--- src/hdl/hcbp_pkg.sv ---
// ----------------------------------------------------------------------------
// hcbp_pkg
// Shared types and constants of the huffman code bit packer: input mode
// codes, queue entry layout and queue status.
// ----------------------------------------------------------------------------
package hcbp_pkg;

  // field widths fixed by the item format
  localparam int CODE_W   = 32;
  localparam int LEN_W    = 6;
  localparam int SYM_W    = 8;
  localparam int MODE_W   = 2;

  // queue between front and back
  localparam int QDEPTH   = 4;
  localparam int QPTR_W   = 2;
  localparam int QCNT_W   = 3;

  // input mode codes
  typedef logic [MODE_W-1:0] mode_t;
  localparam mode_t MODE_LOAD   = 2'd0;
  localparam mode_t MODE_ENCODE = 2'd1;
  localparam mode_t MODE_FLUSH  = 2'd2;

  // work kinds handed to the back end
  typedef enum logic {
    OP_ENCODE,
    OP_FLUSH
  } op_kind_t;

  // one queued job
  typedef struct packed {
    op_kind_t              kind;
    logic [CODE_W-1:0]     code;
    logic [LEN_W-1:0]      len;
  } q_entry_t;

  // queue status seen by both sides
  typedef struct packed {
    logic [QCNT_W-1:0]     count;
    logic                  not_empty;
  } q_status_t;

endpackage

--- src/hdl/hcbp_queue.sv ---
// ----------------------------------------------------------------------------
// hcbp_queue
// Short job queue between the classifying front end and the packing back end.
// ----------------------------------------------------------------------------
module hcbp_queue import hcbp_pkg::*; (
  input  logic      clk,
  input  logic      rst_n,
  input  logic      push,
  input  q_entry_t  push_entry,
  input  logic      pop,
  output q_entry_t  head,
  output q_status_t status
);

  q_entry_t            mem_r [QDEPTH];
  logic [QPTR_W-1:0]   wr_ptr_r, wr_ptr_nxt;
  logic [QPTR_W-1:0]   rd_ptr_r, rd_ptr_nxt;
  logic [QCNT_W-1:0]   count_r, count_nxt;
  logic                do_pop;

  assign do_pop = pop && (count_r != '0);

  // pointer and fill count update
  always_comb begin
    wr_ptr_nxt = push   ? wr_ptr_r + 1'b1 : wr_ptr_r;
    rd_ptr_nxt = do_pop ? rd_ptr_r + 1'b1 : rd_ptr_r;
    count_nxt  = count_r;
    if (push && !do_pop) begin
      count_nxt = count_r + 1'b1;
    end else if (!push && do_pop) begin
      count_nxt = count_r - 1'b1;
    end
  end

  always_ff @(posedge clk) begin
    if (!rst_n) begin
      wr_ptr_r <= '0;
      rd_ptr_r <= '0;
      count_r  <= '0;
    end else begin
      wr_ptr_r <= wr_ptr_nxt;
      rd_ptr_r <= rd_ptr_nxt;
      count_r  <= count_nxt;
    end
  end

  // entry storage
  always_ff @(posedge clk) begin
    if (push) begin
      mem_r[wr_ptr_r] <= push_entry;
    end
  end

  assign head             = mem_r[rd_ptr_r];
  assign status.count     = count_r;
  assign status.not_empty = (count_r != '0);

endmodule

--- config.mk ---
export PLATFORM = sky130hd
export DESIGN_NAME = hcbp_queue
export DESIGN_NICKNAME = d
export VERILOG_FILES = /design/src/hdl/hcbp_pkg.sv /design/src/hdl/hcbp_queue.sv
export SDC_FILE = /design/constraint.sdc
export NUM_CORES = 1
export LEC_CHECK = 0
export BUFFER_PORTS_ARGS = -buffer_cell sky130_fd_sc_hd__buf_2
export CORE_UTILIZATION = 50
export CTS_CLUSTER_SIZE = 30
export DETAILED_ROUTE_END_ITERATION = 10
export GPL_TIMING_DRIVEN = 0
export PLACE_DENSITY = 0.71
export SETUP_SLACK_MARGIN = 0.02
export SLEW_MARGIN = 15
export SYNTH_ARGS = -nofsm -noshare
export SYNTH_HDL_FRONTEND = slang
export SYNTH_SLANG_ARGS = --single-unit
export TNS_END_PERCENT = 30
--- constraint.sdc ---
create_clock -name clk -period 4.8 [get_ports clk]
set_clock_uncertainty 0.15 [all_clocks]
set_input_delay 0.96 -clock clk [delete_from_list [all_inputs] [get_ports clk]]
set_output_delay 0.96 -clock clk [all_outputs]
set_load 0.1 [all_outputs]
# Word level (Yosys, flattened, before mapping)
# Memory sizes are Yosys's and may differ from the RTL's. A register that Yosys moved wholly into a read port is not among the register bits.
# Cells that the tools add are included.
[word_totals]
reg_bits = 7
n_memories = 1
ram_bits = 156
[memory_table]
columns = ["memory", "words", "width", "rd", "rd_clocked_by_memory_dff", "wr", "line", "text"]
rows = [
  ["mem_r", 4, 39, 1, 1, 1, "hcbp_queue.sv:15", "q_entry_t mem_r [QDEPTH];"],
]
[classes]
mux = 6
reduce_logical = 7
add_sub_neg = 4
[op_table]
columns = ["operator", "count"]
rows = [
  ["two-way mux 3 bit", 2],
  ["adder 2 x 1 -> 2 bit, second input constant", 2],
  ["two-way mux 2 bit", 2],
  ["adder 3 x 1 -> 3 bit, second input constant", 1],
  ["logical AND 1 bit", 3],
  ["nonzero test 3 bit", 1],
  ["subtractor 3 x 1 -> 3 bit, second input constant", 1],
  ["logical NOT 1 bit", 2],
  ["two-way mux 1 bit", 2],
  ["nonzero test 2 bit", 1],
]

# Longest topological paths before layout
# Gate-level depths: netlist (run 1).
[logic_depth]
depth_word = 5
mapped_depth = 7

# Worst setup path before layout (run 1)
# Ideal clock, no wire load.
[synth_timing]
path_kind = "reg2out"
from = "register count_r[0]"
to = "output port status[0] (netlist name)"
stages_incl_launch_ff = 2
t_required_ps = 3690
n_path_buf = 0
arrival_ps = 1866
setup_slack_ps = 1824
path_cell_list = "dfxtp_1 > or3_1"
[synth_rtl]
columns = ["item", "line", "text"]
rows = [
  ["start: declaration", "hcbp_queue.sv:18", "logic [QCNT_W-1:0] count_r, count_nxt;"],
  ["start signal: assignment", "hcbp_queue.sv:43", "count_r <= count_nxt;"],
  ["end: declaration", "hcbp_queue.sv:12", "output q_status_t status"],
]

==> metrics, run 1 <==
total track usage=17.6%; clock root buffer=clkbuf_16; Netlist cell types=20; Synth top area share=77.2%; cell area after layout=7390 sq um; sequential fraction of the synthesis area=80.1%; Syn Nets=294; RR Startpoint=count_r[1]; max incr delay on CP=0.55 ns; WL/cell=19.5 um; Iteration-0 DRC Markers=183; CTS tree=yes; Die H=112 um; post-CTS setup buffers=0; post-CTS resize count=0; Post-synth EDFFs=156; worst path arrival time=2.09 ns; Final Hold Vio Count=0; M1 GR Usage=23.3%; PD cells=666 nW/um^2; Area contributors post-synth=edfxtp_1, mux4_2, dfxtp_1; Mapped Cells=245; crit share post-route=66.7%; drt drc=6; setup tns final=0 ns; Critical Path RT=3.69 ns; met2 Use GR=27.6%; CP Launch Type=flip-flop; RePlAce Congestion=0.638; Setup violations, final=0; TritonCTS Sinks=165; pre-CTS WS=2.04 ns; GRT met3 Usage=4.97%; CTS Hold Bufs=0; grt ovf=0; Skew-Pair Late Insertion Delay=0.41 ns; hold slack=0.412 ns; CP Capture Type=output pin; fin crit period=3.20 ns; placed inst area=6780 sq um; Port Buffers=85; RSZ-0062 raised after global routing=false; WL final=9920 um; Worst Hold Class=reg -> reg; Initial DRT Pass Iterations=9; Slew @ Worst Pin=0.706 ns; NumNets Final=402; pin count of the biggest net entering global routing=24; Die ar.=12,600 sq um; synthesis warning total=0; cts bufs inserted=17; Worst Min Path Start=count_r[2]; fmax=0.312 GHz; leak pwr=2.56 nW; crit-path cells=clkbuf_1 > mux4_2 > buf_2; Worst Path Class, Setup=reg -> out; Post-synth top cells=edfxtp_1, mux4_2, and2_1, dfxtp_1, ha_1; status=complete, but fails checks; count leader, synth=edfxtp_1; Die Span X=112 um; maximum fanout along the worst path=10; Async SR Flop Fraction=0%; synthesized flop and latch total=165; vias in the first global route=2,911; Top FF cell, synth=edfxtp_1; Vias=2,772; vias per cell=5.45; n_diodes=0; HPWL after DPL=6200 um; share of layout cells above drive strength 1=45.1%; placement row count=39; CP bufs+invs=2; core area=11,600 sq um; initial antenna violation count=0; Crit path max-delay family=buffers and inverters; Initial Utilization=52.3%; post-synth top area cell=edfxtp_1; CTS Buffer Depth=2; failing checks=design-rule violations; mapped cell area=6070 sq um; H-tree Lvls=4; worst setup margin=1.60 ns; max capacitance violation total=0; first-pass GRT wire length=15,900 um; Worst IR Drop VDD=0.000454 V; antenna-violating nets left=0; CTS clk-pin slew, worst paths=0.06 ns; GRT busiest layer=met2; I/O Pins=86; Rel. slew slack=52.9%; Slew Viols, Final=0; layout overhead on the synthesized area=21.8%; Avg Inst Size Synth=24.8 sq um; CP max-delay cell=clkbuf_1
[state kept, by name (all words and copies together) (netlist names), named ones only]
name / count
rd_ptr_r: 2
wr_ptr_r: 2
mem_r: 156
count_r: 3
[worst reg2reg max path, stage by stage, from the launching register on]
cell	delay, ns
dfxtp_1	0.37
o31ai_2	0.34
ha_1	0.25
inv_1	0.06
fa_1	0.38
xor2_1	0.18
or3_1	0.30
a21boi_0	0.16
[kinds of logic after synthesis]
family	after synthesis	synth area share, %
flops	165	80.1
compound gates	4	0.556
fa+ha+maj	6	1.36
buf+inv	11	1.09
mux	41	14.8
simple gates	13	1.34
xor+xnor	5	0.721
[stage by stage]
stage                     utilization, %  power [mW]  std cells
after floorplan                        -        3.30        245
after global placement              57.5        3.54        473
after detailed placement            58.3        3.56        477
after CTS                           63.7        4.97        509
after global routing                63.7        5.08        509
final                               63.7        4.92        509
[final cells by class]
cell class,instances,area [sq um]
multi-input cells,69,1140
plain buffers,8,55.1
repair buffers,89,520
clock buffers,18,429
clock inverters,14,189
flip-flops and latches,165,4860
inverters,3,11.3
fillers,797,4220
well taps,143,179
[report_power, final]
part / internal, mW / leakage [nW] / total (mW) / switching, mW
clock network: 0.909 / 0.305 / 1.41 / 0.500
logic: 0.416 / 0.746 / 1.81 / 1.40
registers: 1.66 / 1.51 / 1.70 / 0.0377
[worst paths after layout]
| check | cells after the start | slack, ns | end |
|---|---|---|---|
| max | 3 | 1.60 | head[5] |
| min | 2 | 0.41 | count_r[2] |
| max reg2reg | 7 | 2.54 | count_r[2] |
| min reg2reg | 2 | 0.41 | count_r[2] |
[per-layer routing]
layer | wire [um] | part of all wire [%]
met5 | 0 | 0
met4 | 167 | 1.7
met3 | 519 | 5.2
met2 | 4800 | 48
met1 | 4440 | 45
[cells in the final DEF, fill, tap and decap left out]
| cell | instances |
|---|---|
| edfxtp_1 | 156 |
| buf_2 | 87 |
| mux4_2 | 39 |
| clkbuf_16 | 17 |
| dfxtp_1 | 9 |
| and2_1 | 5 |
| ha_1 | 5 |
| bufinv_16 | 5 |
| clkinv_1 | 5 |
| and2_2 | 4 |
| clkinv_2 | 4 |
| inv_1 | 3 |
| clkbuf_1 | 3 |
| xnor2_1 | 3 |
| buf_6 | 2 |
| buf_4 | 2 |
| or3_1 | 2 |
| xor2_1 | 2 |
| mux2i_1 | 2 |
| nor2b_1 | 2 |
| buf_12 | 2 |
| buf_16 | 2 |
| o31ai_2 | 1 |
| o311ai_1 | 1 |
| o21ai_0 | 1 |
| a21boi_0 | 1 |
| fa_1 | 1 |
(Power assumes the default switching activity.)
==> run 2: changes to the inputs <==
--- a/config.mk
+++ b/config.mk
@@ -10,7 +10,7 @@
 export CTS_CLUSTER_SIZE = 30
 export DETAILED_ROUTE_END_ITERATION = 10
 export GPL_TIMING_DRIVEN = 0
-export PLACE_DENSITY = 0.71
+export PLACE_DENSITY = 0.74
 export SETUP_SLACK_MARGIN = 0.02
 export SLEW_MARGIN = 15
 export SYNTH_ARGS = -nofsm -noshare
==> constraint.sdc (replaced) <==
create_clock -name clk -period 2.94 [get_ports clk]
set_clock_uncertainty 0.15 [all_clocks]
set_input_delay 0.588 -clock clk [delete_from_list [all_inputs] [get_ports clk]]
set_output_delay 0.588 -clock clk [all_outputs]
set_load 0.1 [all_outputs]
==> run 2 against run 1 <==
Against the previous run: the run still ends with design-rule violations left; total power rose by 65%; worst hold slack got worse by 0.19 ns; sequential power rose by 64%; count of clock-buffer cells in the layout rose by 5; sequential cell count did not move; critical path depth did not move; die area did not move; register-to-register slack got worse by 1.8 ns; non-clock buffer count did not move; critical path type unchanged; largest cell class unchanged.
==> metrics, run 2 (synthesis gave the netlist of run 1 again) <==
CP Launch Type=flip-flop; share of layout cells above drive strength 1=45.6%; Die H=112 um; switching share of power=39.0%; antenna-violating nets left=0; max reg flops=156; Die ar.=12,600 sq um; Rel. slew slack=54.9%; Psw=3.16 mW; max capacitance violation total=0; CTS clk-pin slew, worst paths=0.06 ns; Slew @ Worst Pin=0.676 ns; Reg with most FFs=mem_r; failing checks=design-rule violations; vias in the first global route=2,869; Final Hold Vio Count=0; fin crit period=2.80 ns; initial antenna violation count=0; Clk network pwr share=29.3%; leak pwr=2.56 nW; clock root buffer=clkbuf_16; total track usage=17.0%; post-CTS setup buffers=0; vias per cell=5.33; HPWL after DPL=6080 um; Vias=2,711; Skew-Pair Late Insertion Delay=0.43 ns; maximum fanout along the worst path=10; Iteration-0 DRC Markers=188; placed inst area=6790 sq um; Worst IR Drop VDD=0.000686 V; worst path arrival time=2.07 ns; placement row count=39; CTS Hold Bufs=0; WL/cell=19.2 um; grt ovf=0; CP Capture Type=output pin; Setup violations, final=0; CP max-delay cell=clkbuf_1; Port Buffers=85; first-pass GRT wire length=15,300 um; drt drc=8; RePlAce Congestion=0.718; Slew Viols, Final=0; RSZ-0062 raised after global routing=false; core area=11,600 sq um; post-CTS resize count=0; TritonCTS Sinks=165; Filler Cells Inserted=808; WL final=9790 um; Die Span X=112 um; cts bufs inserted=17; Worst Hold Class=in -> reg; I/O Pins=86; layout overhead on the synthesized area=22.5%; n_diodes=0; status=complete, but fails checks; Worst Path Class, Setup=reg -> out; Initial Utilization=52.3%; NumNets Final=402; Crit path max-delay family=buffers and inverters; max incr delay on CP=0.53 ns; Initial DRT Pass Iterations=7; CTS Buffer Depth=2; P_int=4.95 mW; sequential fraction of design power=34.3%; Critical Path RT=2.20 ns; Comb pwr share=36.4%; CP bufs+invs=2; H-tree Lvls=4; Largest regs=mem_r: 156 flops, count_r: 3 flops; most frequent cells in the layout=edfxtp_1, buf_2, mux4_2; cell area after layout=7440 sq um; pin count of the biggest net entering global routing=22; CTS tree=yes; crit-path cells=clkbuf_1 > mux4_2 > buf_2; PD cells=1090 nW/um^2; crit share post-route=95.3%; commonest non-fill, non-tap cell in the layout=edfxtp_1; final design utilization=64.0%; fmax=0.357 GHz
[run 2: path summary, 6_finish.rpt]
check	startpoint	to	slack (ns)	cells after the start
setup reg to reg	count_r[1]	count_r[2]	0.71	7
setup / recovery	flip-flop	head[37]	0.14	3
hold / removal	push_entry[6]	mem_r[3][6]	0.22	1
hold reg to reg	count_r[2]	count_r[2]	0.41	2
[run 2: through the flow]
stage	cells	setup slack (ns)	power [mW]	hold slack, ns	TNS, ns
after detailed placement	477	0.541	5.81	0.404	0
after global routing	509	0.0389	8.37	0.214	0
final	509	0.137	8.10	0.219	0
after floorplan	245	0.336	5.38	0.378	0
after global placement	473	-0.0160	5.77	0.384	-0.503
after CTS	509	0.0845	8.18	0.213	0
[run 2: worst register-to-register path, delay by kind of cell (launching register included)]
kind	cells	cell delay [ns]
adders and majority gates	2	0.61
buffers and inverters	1	0.06
xor gates and xnor gates	1	0.17
and+or+nand+nor	1	0.31
DFF	1	0.37
AOI/OAI and AO/OA	2	0.49
[run 2: power groups by stage]
stage	registers, mW	logic (mW)	clock network [mW]
after floorplan	2.92	2.46	0
after global placement	2.83	2.95	0
after detailed placement	2.83	2.98	0
after CTS	2.78	2.98	2.42
after global routing	2.79	3.06	2.52
final	2.78	2.95	2.38
[run 2: final cells by class]
| cell class | instances | area, sq um | share of cell area [%] |
|---|---|---|---|
| repair buffers | 89 | 536 | 7.20 |
| clock inverters | 9 | 178 | 2.39 |
| well taps | 143 | 179 | 2.41 |
| multi-input cells | 69 | 1140 | 15.4 |
| plain buffers | 8 | 55.1 | 0.740 |
| clock buffers | 23 | 468 | 6.29 |
| inverters | 3 | 11.3 | 0.151 |
| flip-flops and latches | 165 | 4860 | 65.4 |
[run 2: metal layers]
layer	GRT usage [%]	wire length (um)	vias to the layer above
met4	6.13	40	0
li1	-	-	1252
met5	0	0	-
met3	6.10	606	4
met2	26.5	4870	80
met1	22.3	4270	1375
