==> src/hdl/hcbp_pkg.sv <==
// ----------------------------------------------------------------------------
// hcbp_pkg
// Shared types and constants of the huffman code bit packer: input mode
// codes, queue entry layout and queue status.
// ----------------------------------------------------------------------------
package hcbp_pkg;

  // field widths fixed by the item format
  localparam int CODE_W   = 32;
  localparam int LEN_W    = 6;
  localparam int SYM_W    = 8;
  localparam int MODE_W   = 2;

  // queue between front and back
  localparam int QDEPTH   = 4;
  localparam int QPTR_W   = 2;
  localparam int QCNT_W   = 3;

  // input mode codes
  typedef logic [MODE_W-1:0] mode_t;
  localparam mode_t MODE_LOAD   = 2'd0;
  localparam mode_t MODE_ENCODE = 2'd1;
  localparam mode_t MODE_FLUSH  = 2'd2;

  // work kinds handed to the back end
  typedef enum logic {
    OP_ENCODE,
    OP_FLUSH
  } op_kind_t;

  // one queued job
  typedef struct packed {
    op_kind_t              kind;
    logic [CODE_W-1:0]     code;
    logic [LEN_W-1:0]      len;
  } q_entry_t;

  // queue status seen by both sides
  typedef struct packed {
    logic [QCNT_W-1:0]     count;
    logic                  not_empty;
  } q_status_t;

endpackage

==> src/hdl/hcbp_if.sv <==


interface hcbp_out_if;
  logic                valid;
  logic                ready;
  logic [7:0]          out_byte;
  logic                byte_valid;
  logic [2:0]          pad_bits;
  logic                last;

  modport source (output valid, out_byte, byte_valid, pad_bits, last, input ready);
  modport sink   (input valid, out_byte, byte_valid, pad_bits, last, output ready);
endinterface

==> src/hdl/hcbp_back.sv <==
// ----------------------------------------------------------------------------
// hcbp_back
// Byte packer: takes queued jobs, merges code bits into the MSB-first
// accumulator one byte per cycle while the result register is free, and drives the result register.
// ----------------------------------------------------------------------------
module hcbp_back import hcbp_pkg::*; (
  input  logic       clk,
  input  logic       rst_n,
  input  q_entry_t   head,
  input  q_status_t  q_status,
  output logic       pop,
  hcbp_out_if.source out_ch
);

  logic              busy_r, busy_nxt;
  op_kind_t          cur_kind_r, cur_kind_nxt;
  logic [CODE_W-1:0] cur_code_r, cur_code_nxt;
  logic [LEN_W-1:0]  cur_rem_r, cur_rem_nxt;
  logic [7:0]        partial_r, partial_nxt;
  logic [2:0]        filled_r, filled_nxt;

  logic              out_valid_r, out_valid_nxt;
  logic [7:0]        out_byte_r, out_byte_nxt;
  logic              byte_valid_r, byte_valid_nxt;
  logic [2:0]        pad_bits_r, pad_bits_nxt;
  logic              last_r, last_nxt;

  logic              slot_free;
  logic [3:0]        need;
  logic              rem_ge;
  logic [LEN_W-1:0]  shift_amt;
  logic [CODE_W-1:0] shifted;
  logic [7:0]        take;
  logic [7:0]        rem_mask;
  logic [7:0]        ins;

  assign slot_free = !out_valid_r || out_ch.ready;

  // bits still missing from the current byte and the slice that fills it
  assign need      = 4'd8 - {1'b0, filled_r};
  assign rem_ge    = (cur_rem_r >= LEN_W'(need));
  assign shift_amt = cur_rem_r - LEN_W'(need);
  assign shifted   = cur_code_r >> shift_amt;
  assign take      = shifted[7:0] & ~(8'hFF << need);

  // leftover bits that do not complete a byte, placed below the filled ones
  assign rem_mask  = ~(8'hFF << cur_rem_r[3:0]);
  assign ins       = (cur_code_r[7:0] & rem_mask) << (need - cur_rem_r[3:0]);

  // job sequencing and accumulator update
  always_comb begin
    busy_nxt       = busy_r;
    cur_kind_nxt   = cur_kind_r;
    cur_code_nxt   = cur_code_r;
    cur_rem_nxt    = cur_rem_r;
    partial_nxt    = partial_r;
    filled_nxt     = filled_r;
    pop            = 1'b0;
    out_valid_nxt  = out_valid_r && !out_ch.ready;
    out_byte_nxt   = out_byte_r;
    byte_valid_nxt = byte_valid_r;
    pad_bits_nxt   = pad_bits_r;
    last_nxt       = last_r;

    if (!busy_r) begin
      if (q_status.not_empty) begin
        pop          = 1'b1;
        busy_nxt     = 1'b1;
        cur_kind_nxt = head.kind;
        cur_code_nxt = head.code;
        cur_rem_nxt  = head.len;
      end
    end else begin
      case (cur_kind_r)
        OP_FLUSH: begin
          if (slot_free) begin
            out_valid_nxt  = 1'b1;
            out_byte_nxt   = partial_r;
            byte_valid_nxt = (filled_r != 3'd0);
            pad_bits_nxt   = (filled_r != 3'd0) ? need[2:0] : 3'd0;
            last_nxt       = 1'b1;
            partial_nxt    = 8'd0;
            filled_nxt     = 3'd0;
            busy_nxt       = 1'b0;
          end
        end
        OP_ENCODE: begin
          if (cur_rem_r == '0) begin
            busy_nxt = 1'b0;
          end else if (rem_ge) begin
            // a byte completes
            if (slot_free) begin
              out_valid_nxt  = 1'b1;
              out_byte_nxt   = partial_r | take;
              byte_valid_nxt = 1'b1;
              pad_bits_nxt   = 3'd0;
              last_nxt       = (shift_amt < LEN_W'(8));
              partial_nxt    = 8'd0;
              filled_nxt     = 3'd0;
              cur_rem_nxt    = shift_amt;
              busy_nxt       = (shift_amt != '0);
            end
          end else begin
            // tail bits stay in the accumulator
            partial_nxt = partial_r | ins;
            filled_nxt  = filled_r + cur_rem_r[2:0];
            cur_rem_nxt = '0;
            busy_nxt    = 1'b0;
          end
        end
        default: begin
          busy_nxt = 1'b0;
        end
      endcase
    end
  end

  // control and accumulator registers
  always_ff @(posedge clk) begin
    if (!rst_n) begin
      busy_r      <= 1'b0;
      partial_r   <= 8'd0;
      filled_r    <= 3'd0;
      out_valid_r <= 1'b0;
    end else begin
      busy_r      <= busy_nxt;
      partial_r   <= partial_nxt;
      filled_r    <= filled_nxt;
      out_valid_r <= out_valid_nxt;
    end
  end

  // job and result payload
  always_ff @(posedge clk) begin
    cur_kind_r   <= cur_kind_nxt;
    cur_code_r   <= cur_code_nxt;
    cur_rem_r    <= cur_rem_nxt;
    out_byte_r   <= out_byte_nxt;
    byte_valid_r <= byte_valid_nxt;
    pad_bits_r   <= pad_bits_nxt;
    last_r       <= last_nxt;
  end

  assign out_ch.valid      = out_valid_r;
  assign out_ch.out_byte   = out_byte_r;
  assign out_ch.byte_valid = byte_valid_r;
  assign out_ch.pad_bits   = pad_bits_r;
  assign out_ch.last       = last_r;

endmodule

==> src/flat_wrapper.sv <==
// flat-port wrapper written by rule: the top's interface ports become plain ports
module hcbp_back_flat import hcbp_pkg::*;
  (clk, rst_n, head, q_status, pop, out_ch_valid, out_ch_out_byte, out_ch_byte_valid, out_ch_pad_bits, out_ch_last, out_ch_ready);
  hcbp_out_if out_ch_i ();
  input  logic clk;
  input  logic rst_n;
  input  q_entry_t head;
  input  q_status_t q_status;
  output logic pop;
  output wire logic [$bits(out_ch_i.valid)-1:0] out_ch_valid;
  output wire logic [$bits(out_ch_i.out_byte)-1:0] out_ch_out_byte;
  output wire logic [$bits(out_ch_i.byte_valid)-1:0] out_ch_byte_valid;
  output wire logic [$bits(out_ch_i.pad_bits)-1:0] out_ch_pad_bits;
  output wire logic [$bits(out_ch_i.last)-1:0] out_ch_last;
  input wire logic [$bits(out_ch_i.ready)-1:0] out_ch_ready;
  assign out_ch_valid = out_ch_i.valid;
  assign out_ch_out_byte = out_ch_i.out_byte;
  assign out_ch_byte_valid = out_ch_i.byte_valid;
  assign out_ch_pad_bits = out_ch_i.pad_bits;
  assign out_ch_last = out_ch_i.last;
  assign out_ch_i.ready = out_ch_ready;
  hcbp_back u_core (.clk(clk), .rst_n(rst_n), .head(head), .q_status(q_status), .pop(pop), .out_ch(out_ch_i));
endmodule
==> config.mk <==
export PLATFORM = sky130hd
export DESIGN_NAME = hcbp_back_flat
export DESIGN_NICKNAME = d
export VERILOG_FILES = /design/src/hdl/hcbp_pkg.sv /design/src/hdl/hcbp_if.sv /design/src/hdl/hcbp_back.sv /design/src/flat_wrapper.sv
export SDC_FILE = /design/constraint.sdc
export NUM_CORES = 1
export LEC_CHECK = 0
export ABC_AREA = 1
export CAP_MARGIN = 20
export CELL_PAD_IN_SITES_DETAIL_PLACEMENT = 1
export CELL_PAD_IN_SITES_GLOBAL_PLACEMENT = 2
export CORE_UTILIZATION = 39
export CTS_CLUSTER_DIAMETER = 40
export DETAILED_ROUTE_END_ITERATION = 8
export DONT_BUFFER_PORTS = 1
export PLACE_DENSITY_LB_ADDON = 0.25
export SLEW_MARGIN = 0
export SYNTH_ARGS = -nofsm -noshare
export SYNTH_HDL_FRONTEND = slang
export SYNTH_SLANG_ARGS = --single-unit
==> constraint.sdc <==
create_clock -name clk -period 7.4 [get_ports clk]
set_input_delay 0.74 -clock clk [delete_from_list [all_inputs] [get_ports clk]]
set_output_delay 0.74 -clock clk [all_outputs]
set_load 0.05 [all_outputs]
# Word-level counts from Yosys, hierarchy flattened

Cells that the tools add are included.

Latch bits: 0
Logic and storage cells: 95
Memory bits (writable): 0
Bits of input ports: 46
Register bits: 65
Memories: 0
ROM bits: 0

Bitwise gates (word level): 8
Shifts and indexed selects: 4
$lt $le $gt $ge: 2
Muxes and demuxes: 47
$add $sub $neg: 4
Eq/ne operators: 7
Div/mod/pow operators: 0
Reductions and logical operators: 12
$mul: 0

Operator list:

| operator                                                                      | count |
|---|---|
| 8-bit two-way mux                                                             | 7 |
| 6-bit two-way mux                                                             | 6 |
| 8-bit one-hot mux with 2 select lines                                         | 2 |
| 32-bit by 6-bit >> shifter with 8-bit output                                  | 1 |
| 3-bit two-way mux                                                             | 8 |
| 1-bit two-way mux                                                             | 18 |
| 8-bit AND                                                                     | 2 |
| 8-bit inverter                                                                | 2 |
| 8-bit bitwise OR                                                              | 2 |
| 8-bit by 4-bit left shift with 8-bit output (first input constant)            | 2 |
| 3-bit one-hot mux with 2 select lines                                         | 2 |
| 2-bit != test (second input constant)                                         | 4 |
| 1-bit one-hot mux with 2 select lines                                         | 4 |
| 8-bit by 4-bit left shift with 8-bit output                                   | 1 |
| 6-bit by 4-bit >= comparator with 1-bit output                                | 1 |
| 6-bit logical NOT                                                             | 1 |
| 6-bit by 4-bit less-than comparator with 1-bit output (second input constant) | 1 |
| 6-bit nonzero test                                                            | 1 |
| 6-bit by 4-bit subtractor with 6-bit output                                   | 1 |
| 5-bit AND reduction                                                           | 1 |
| 2-bit by 1-bit != test with 1-bit output (second input constant)              | 2 |
| 2-bit AND reduction                                                           | 2 |
| 4-bit AND reduction                                                           | 1 |
| 4-bit by 3-bit subtractor with 4-bit output (first input constant)            | 1 |
| other kinds (9)                                                               | 11 |

# Depth between registers and ports, before layout

Depth in word-level cells: 9
Mapped depth: 20

# Least setup slack after synthesis

OpenSTA, ideal clock, no wires.

Path kind: reg-to-reg
From: register u_core.filled_r[0]
To: register u_core.byte_valid_r, in the netlist u_core.out_ch.byte_valid, enable pin
Clock period less this slack: 2,917 ps
Data arrival time: 2,534 ps
Stages on the path, launching flop included: 14
Path slack: 4,483 ps
Path buffers: 1
Cells stage by stage: dfxtp_1 > inv_1 > ha_1 > inv_1 > ha_1 > inv_1 > ha_1 > buf_6 > nand2_2 > o21ai_0 > nor2_1 > nand2_1 > nand2_2 > nor2_1

Word-level cells in the longest chain between the ends: 4

RTL lines:

| element                                                   | RTL line         | text |
|---|---|---|
| start, declared                                           | hcbp_back.sv:20  | `logic [2:0] filled_r, filled_nxt;` |
| start signal, assigned                                    | hcbp_back.sv:128 | `filled_r <= filled_nxt;` |
| 4-bit by 3-bit subtractor with 4-bit output               | hcbp_back.sv:40  | `assign need = 4'd8 - {1'b0, filled_r};` |
| via u_core.need[2]                                        | hcbp_back.sv:29  | `logic [3:0] need;` |
| 6-bit by 4-bit >= comparator with 1-bit output            | hcbp_back.sv:41  | `assign rem_ge = (cur_rem_r >= LEN_W'(need));` |
| 2-bit by 1-bit != test with 1-bit output (no source line) | -                |  |
| 5-bit AND reduction (no source line)                      | -                |  |
| end signal, assigned                                      | hcbp_back.sv:139 | `byte_valid_r <= byte_valid_nxt;` |
| end, declared                                             | hcbp_back.sv:24  | `logic byte_valid_r, byte_valid_nxt;` |

The timed path passes the listed nets, and every way through them passes these cells.
A chain may end at the register's enable or synchronous reset.

# Worst setup path after layout

From: register u_core.filled_r[0]
To: register u_core.out_byte_r[7], in the netlist u_core.out_ch.out_byte[7] (data pin)

Word-level cells in the longest chain between the ends: 9

RTL lines:

| element                                                                                                    | RTL line                         | text |
|---|---|---|
| 4-bit by 3-bit subtractor with 4-bit output *                                                              | hcbp_back.sv:40                  |  |
| via u_core.need[1]                                                                                         | hcbp_back.sv:29                  |  |
| 6-bit by 4-bit subtractor with 6-bit output or 8-bit by 4-bit left shift with 8-bit output (tied branches) | hcbp_back.sv:42, hcbp_back.sv:44 |  |
| 32-bit by 6-bit >> shifter with 8-bit output or 8-bit inverter (tied branches)                             | hcbp_back.sv:43, hcbp_back.sv:44 |  |
| 8-bit AND *                                                                                                | hcbp_back.sv:44                  | `assign take = shifted[7:0] & ~(8'hFF << need);` |
| 8-bit bitwise OR *                                                                                         | hcbp_back.sv:94                  | `out_byte_nxt = partial_r \| take;` |
| 8-bit two-way mux *                                                                                        | hcbp_back.sv:92                  | `if (slot_free) begin` |
| 8-bit two-way mux *                                                                                        | hcbp_back.sv:90                  | `end else if (rem_ge) begin` |
| 8-bit two-way mux *                                                                                        | hcbp_back.sv:88                  | `if (cur_rem_r == '0) begin` |
| 8-bit one-hot mux with 2 select lines *                                                                    | hcbp_back.sv:74                  | `case (cur_kind_r)` |
| end signal, assigned                                                                                       | hcbp_back.sv:138                 | `out_byte_r <= out_byte_nxt;` |
| end, declared                                                                                              | hcbp_back.sv:23                  | `logic [7:0] out_byte_r, out_byte_nxt;` |

The timed path passes the listed nets; every way through them passes the cells marked *. The select of a mux whose other input is x is not followed.

==> results.cfg <==
[outcome]
status = finished clean

[power]
power_mw = 1.35
ir_worst_vdd_uv = 195
power_density_nw_per_um2 = 276
leakage_nw = 2.14

[global_routing]
grt_pass1_vias = 4095
grt_usage_pct = 24.6
grt-ovfl-total = 0
grt_max_degree = 56
antenna_found_initial = 0
grt_pass1_wl_um = 21600

[worst_setup_path]
crit_end = u_core.out_ch.out_byte[7]
crit_required_ns = 7.49
r2r-end = u_core.out_ch.out_byte[7]
cp_max_fo = 36
reg2reg_depth = 13
critPathLaunch = u_core.filled_r[0]
r2r_start = u_core.filled_r[0]
worstPathArrival_ns = 4.01
critPathKind = reg -> reg
rrSetupSlack_ns = 3.49
end_kind = register
critPathLaunchType = register

[timing]
worst_pin_slew_ns = 0.933
timing.final.crit_share_pct = 52.9
rsz0062_at_grt = false
period_needed_ns = 3.91
drv_slew = 0
fin_tns_setup_ns = 0
final-hold-violation-count = 0
fin_worst_skew_ns = 0.00623
max_freq_mhz = 255
setup_violations = 0
slew_headroom_pct = 37.7

[final_layout]
syn_to_final_growth_pct = 8.48
layout.nets = 667
antenna_cells = 0
utilization_pct = 44.1
fin_area_um2 = 4870
layout-drive-gt1-share_pct = 6.38
final_cells = 751

[die]
row_count = 38
start_util_pct = 40.7
fp.coreArea_um2 = 11000
die_w_um = 109
dieArea_um2 = 11900
io_pins = 61
die_h_um = 109

[yosys]
yosysTopAreaCellShare_pct = 34.8
yosysMostFrequentCell = nand2_1
yosysSeqAreaShare_pct = 40.6
synth_area_per_cell_um2 = 7.29
yosysUniqueCellTypes = 37
syn_inst = 616
ys_ff_latch = 65
yosys-top-cells-area = edfxtp_1 35%, nand2_1 17%, nand3_1 14%
synth_common_cells = 208 x nand2_1, 130 x nand3_1, 52 x edfxtp_1, 52 x inv_1, 31 x nor2_1
synth_area_leader_cell = edfxtp_1
yosys_warnings = 0
synth_flop_cell = edfxtp_1
synth.cell_area_um2 = 4490
synth_edf_count = 52
async_flop_share_pct = 0
syn_nets = 677

[clock_network]
cts_resized = 0
cts-buffers-inserted = 9
clk_latency_ns = 0.35
cts_tree = yes
clockBufferDepth = 2
cts_setup_buffers = 0
cts.sinks = 65
cts-hold-fix-buffers = 0
cts_root_buf = clkbuf_16
htreeDepth = 3
clk_pin_slew_ns = 0.06

[place]
port_buffers = 0
placed_cells = 734
finalWeightedCongestion = 0.865
place_hpwl_um = 9980
dpl_cell_area_um2 = 4540

[drt]
drt_iter0_drc = 284
wl_per_cell_um = 17.8
num_vias = 4079
drt-total-wl_um = 13400
ant_nets = 0
drc = 0
drtPass1Iterations = 4
vias_per_cell = 5.43

[min_path]
hp-class = reg -> reg

[run]
drv_cap = 0
metrics by stage:
step / hold WS [ns] / setup WS (ns)
floorplan: 0.431 / 4.48
global placement: 0.444 / 3.59
detailed placement: 0.449 / 3.50
CTS: 0.459 / 3.47
global route: 0.472 / 3.14
finish: 0.459 / 3.49
critical path: stages, from the launching register on:
cell	delay [ns]
dfxtp_1	0.48
inv_1	0.16
ha_1	0.39
inv_1	0.24
fa_1	0.46
buf_4	0.26
inv_1	0.73
nand3_1	0.22
nand2_1	0.16
nand2_1	0.06
nand3_1	0.10
nand3_1	0.13
nand3_1	0.14
nand2_1	0.07
worst min-delay path by stage:
stage	slack [ns]	to	from	cells after the start
6_report	0.46	u_core.partial_r[1]	u_core.partial_r[1]	2
4_1_cts	0.46	u_core.partial_r[0]	u_core.partial_r[0]	2
2_1_floorplan	0.43	u_core.partial_r[0]	u_core.partial_r[0]	2
5_1_grt	0.47	u_core.cur_code_r[30]	head[36]	0
3_5_place_dp	0.45	u_core.partial_r[0]	u_core.partial_r[0]	2
3_3_place_gp	0.44	u_core.partial_r[0]	u_core.partial_r[0]	2
cell type report:
class                           count  area, µm²
Clock buffer                       10        229
Clock inverter                      6       91.3
Fill cell                        1382       6160
Inverter                           57        216
Multi-Input combinational cell    469       2300
Sequential cell                    65       1820
Tap cell                          140        175
Timing Repair Buffer                4       30.0
cells in the final DEF (no fill, tap or decap), drive strengths merged, types with 3 or more instances in the layout:
cell type	n
fa	3
edfxtp	52
clkinv	4
nor2	34
nand3	132
or2	3
dfxtp	13
nand2	214
a21oi	17
o211ai	9
o21ai	28
inv	57
nand4	8
ha	12
buf	4
clkbuf	10
power breakdown:
| group | internal, mW | leakage, nW | total, mW | switching, mW |
|---|---|---|---|---|
| Clock | 0.296 | 0.157 | 0.463 | 0.166 |
| Combinational | 0.116 | 1.38 | 0.417 | 0.300 |
| Sequential | 0.428 | 0.605 | 0.467 | 0.0392 |
| Total | 0.840 | 2.14 | 1.35 | 0.506 |
logic make-up after synthesis:
kind of cell               Yosys count  share of synthesized area, %
and+or+nand+nor                    395                          38.5
adders and majority gates           15                          4.68
buffers and inverters               82                          8.06
AOI/OAI and AO/OA                   55                          7.00
DFF                                 65                          40.6
xor gates and xnor gates             4                          1.20
state kept, by name, summed over array words and instances (netlist names):
signal                    flops
u_core.cur_code_r            32
u_core.out_ch.out_byte        8
u_core.partial_r              8
u_core.cur_rem_r              6
u_core.filled_r               3
u_core.out_ch.pad_bits        3
u_core.busy_r                 1
u_core.cur_kind_r             1
u_core.out_ch.byte_valid      1
u_core.out_ch.last            1
u_core.out_ch.valid           1
layer usage:
metal  part of all wire (%)  up-vias  track usage (%)
met4                    1.6        0             7.62
met5                      0        -                0
met3                    4.6       19             5.44
met1                     50     1933             35.0
li1                       -     2034                -
met2                     44       93             37.0
No activity file was read; power rests on OpenSTA's default activity.
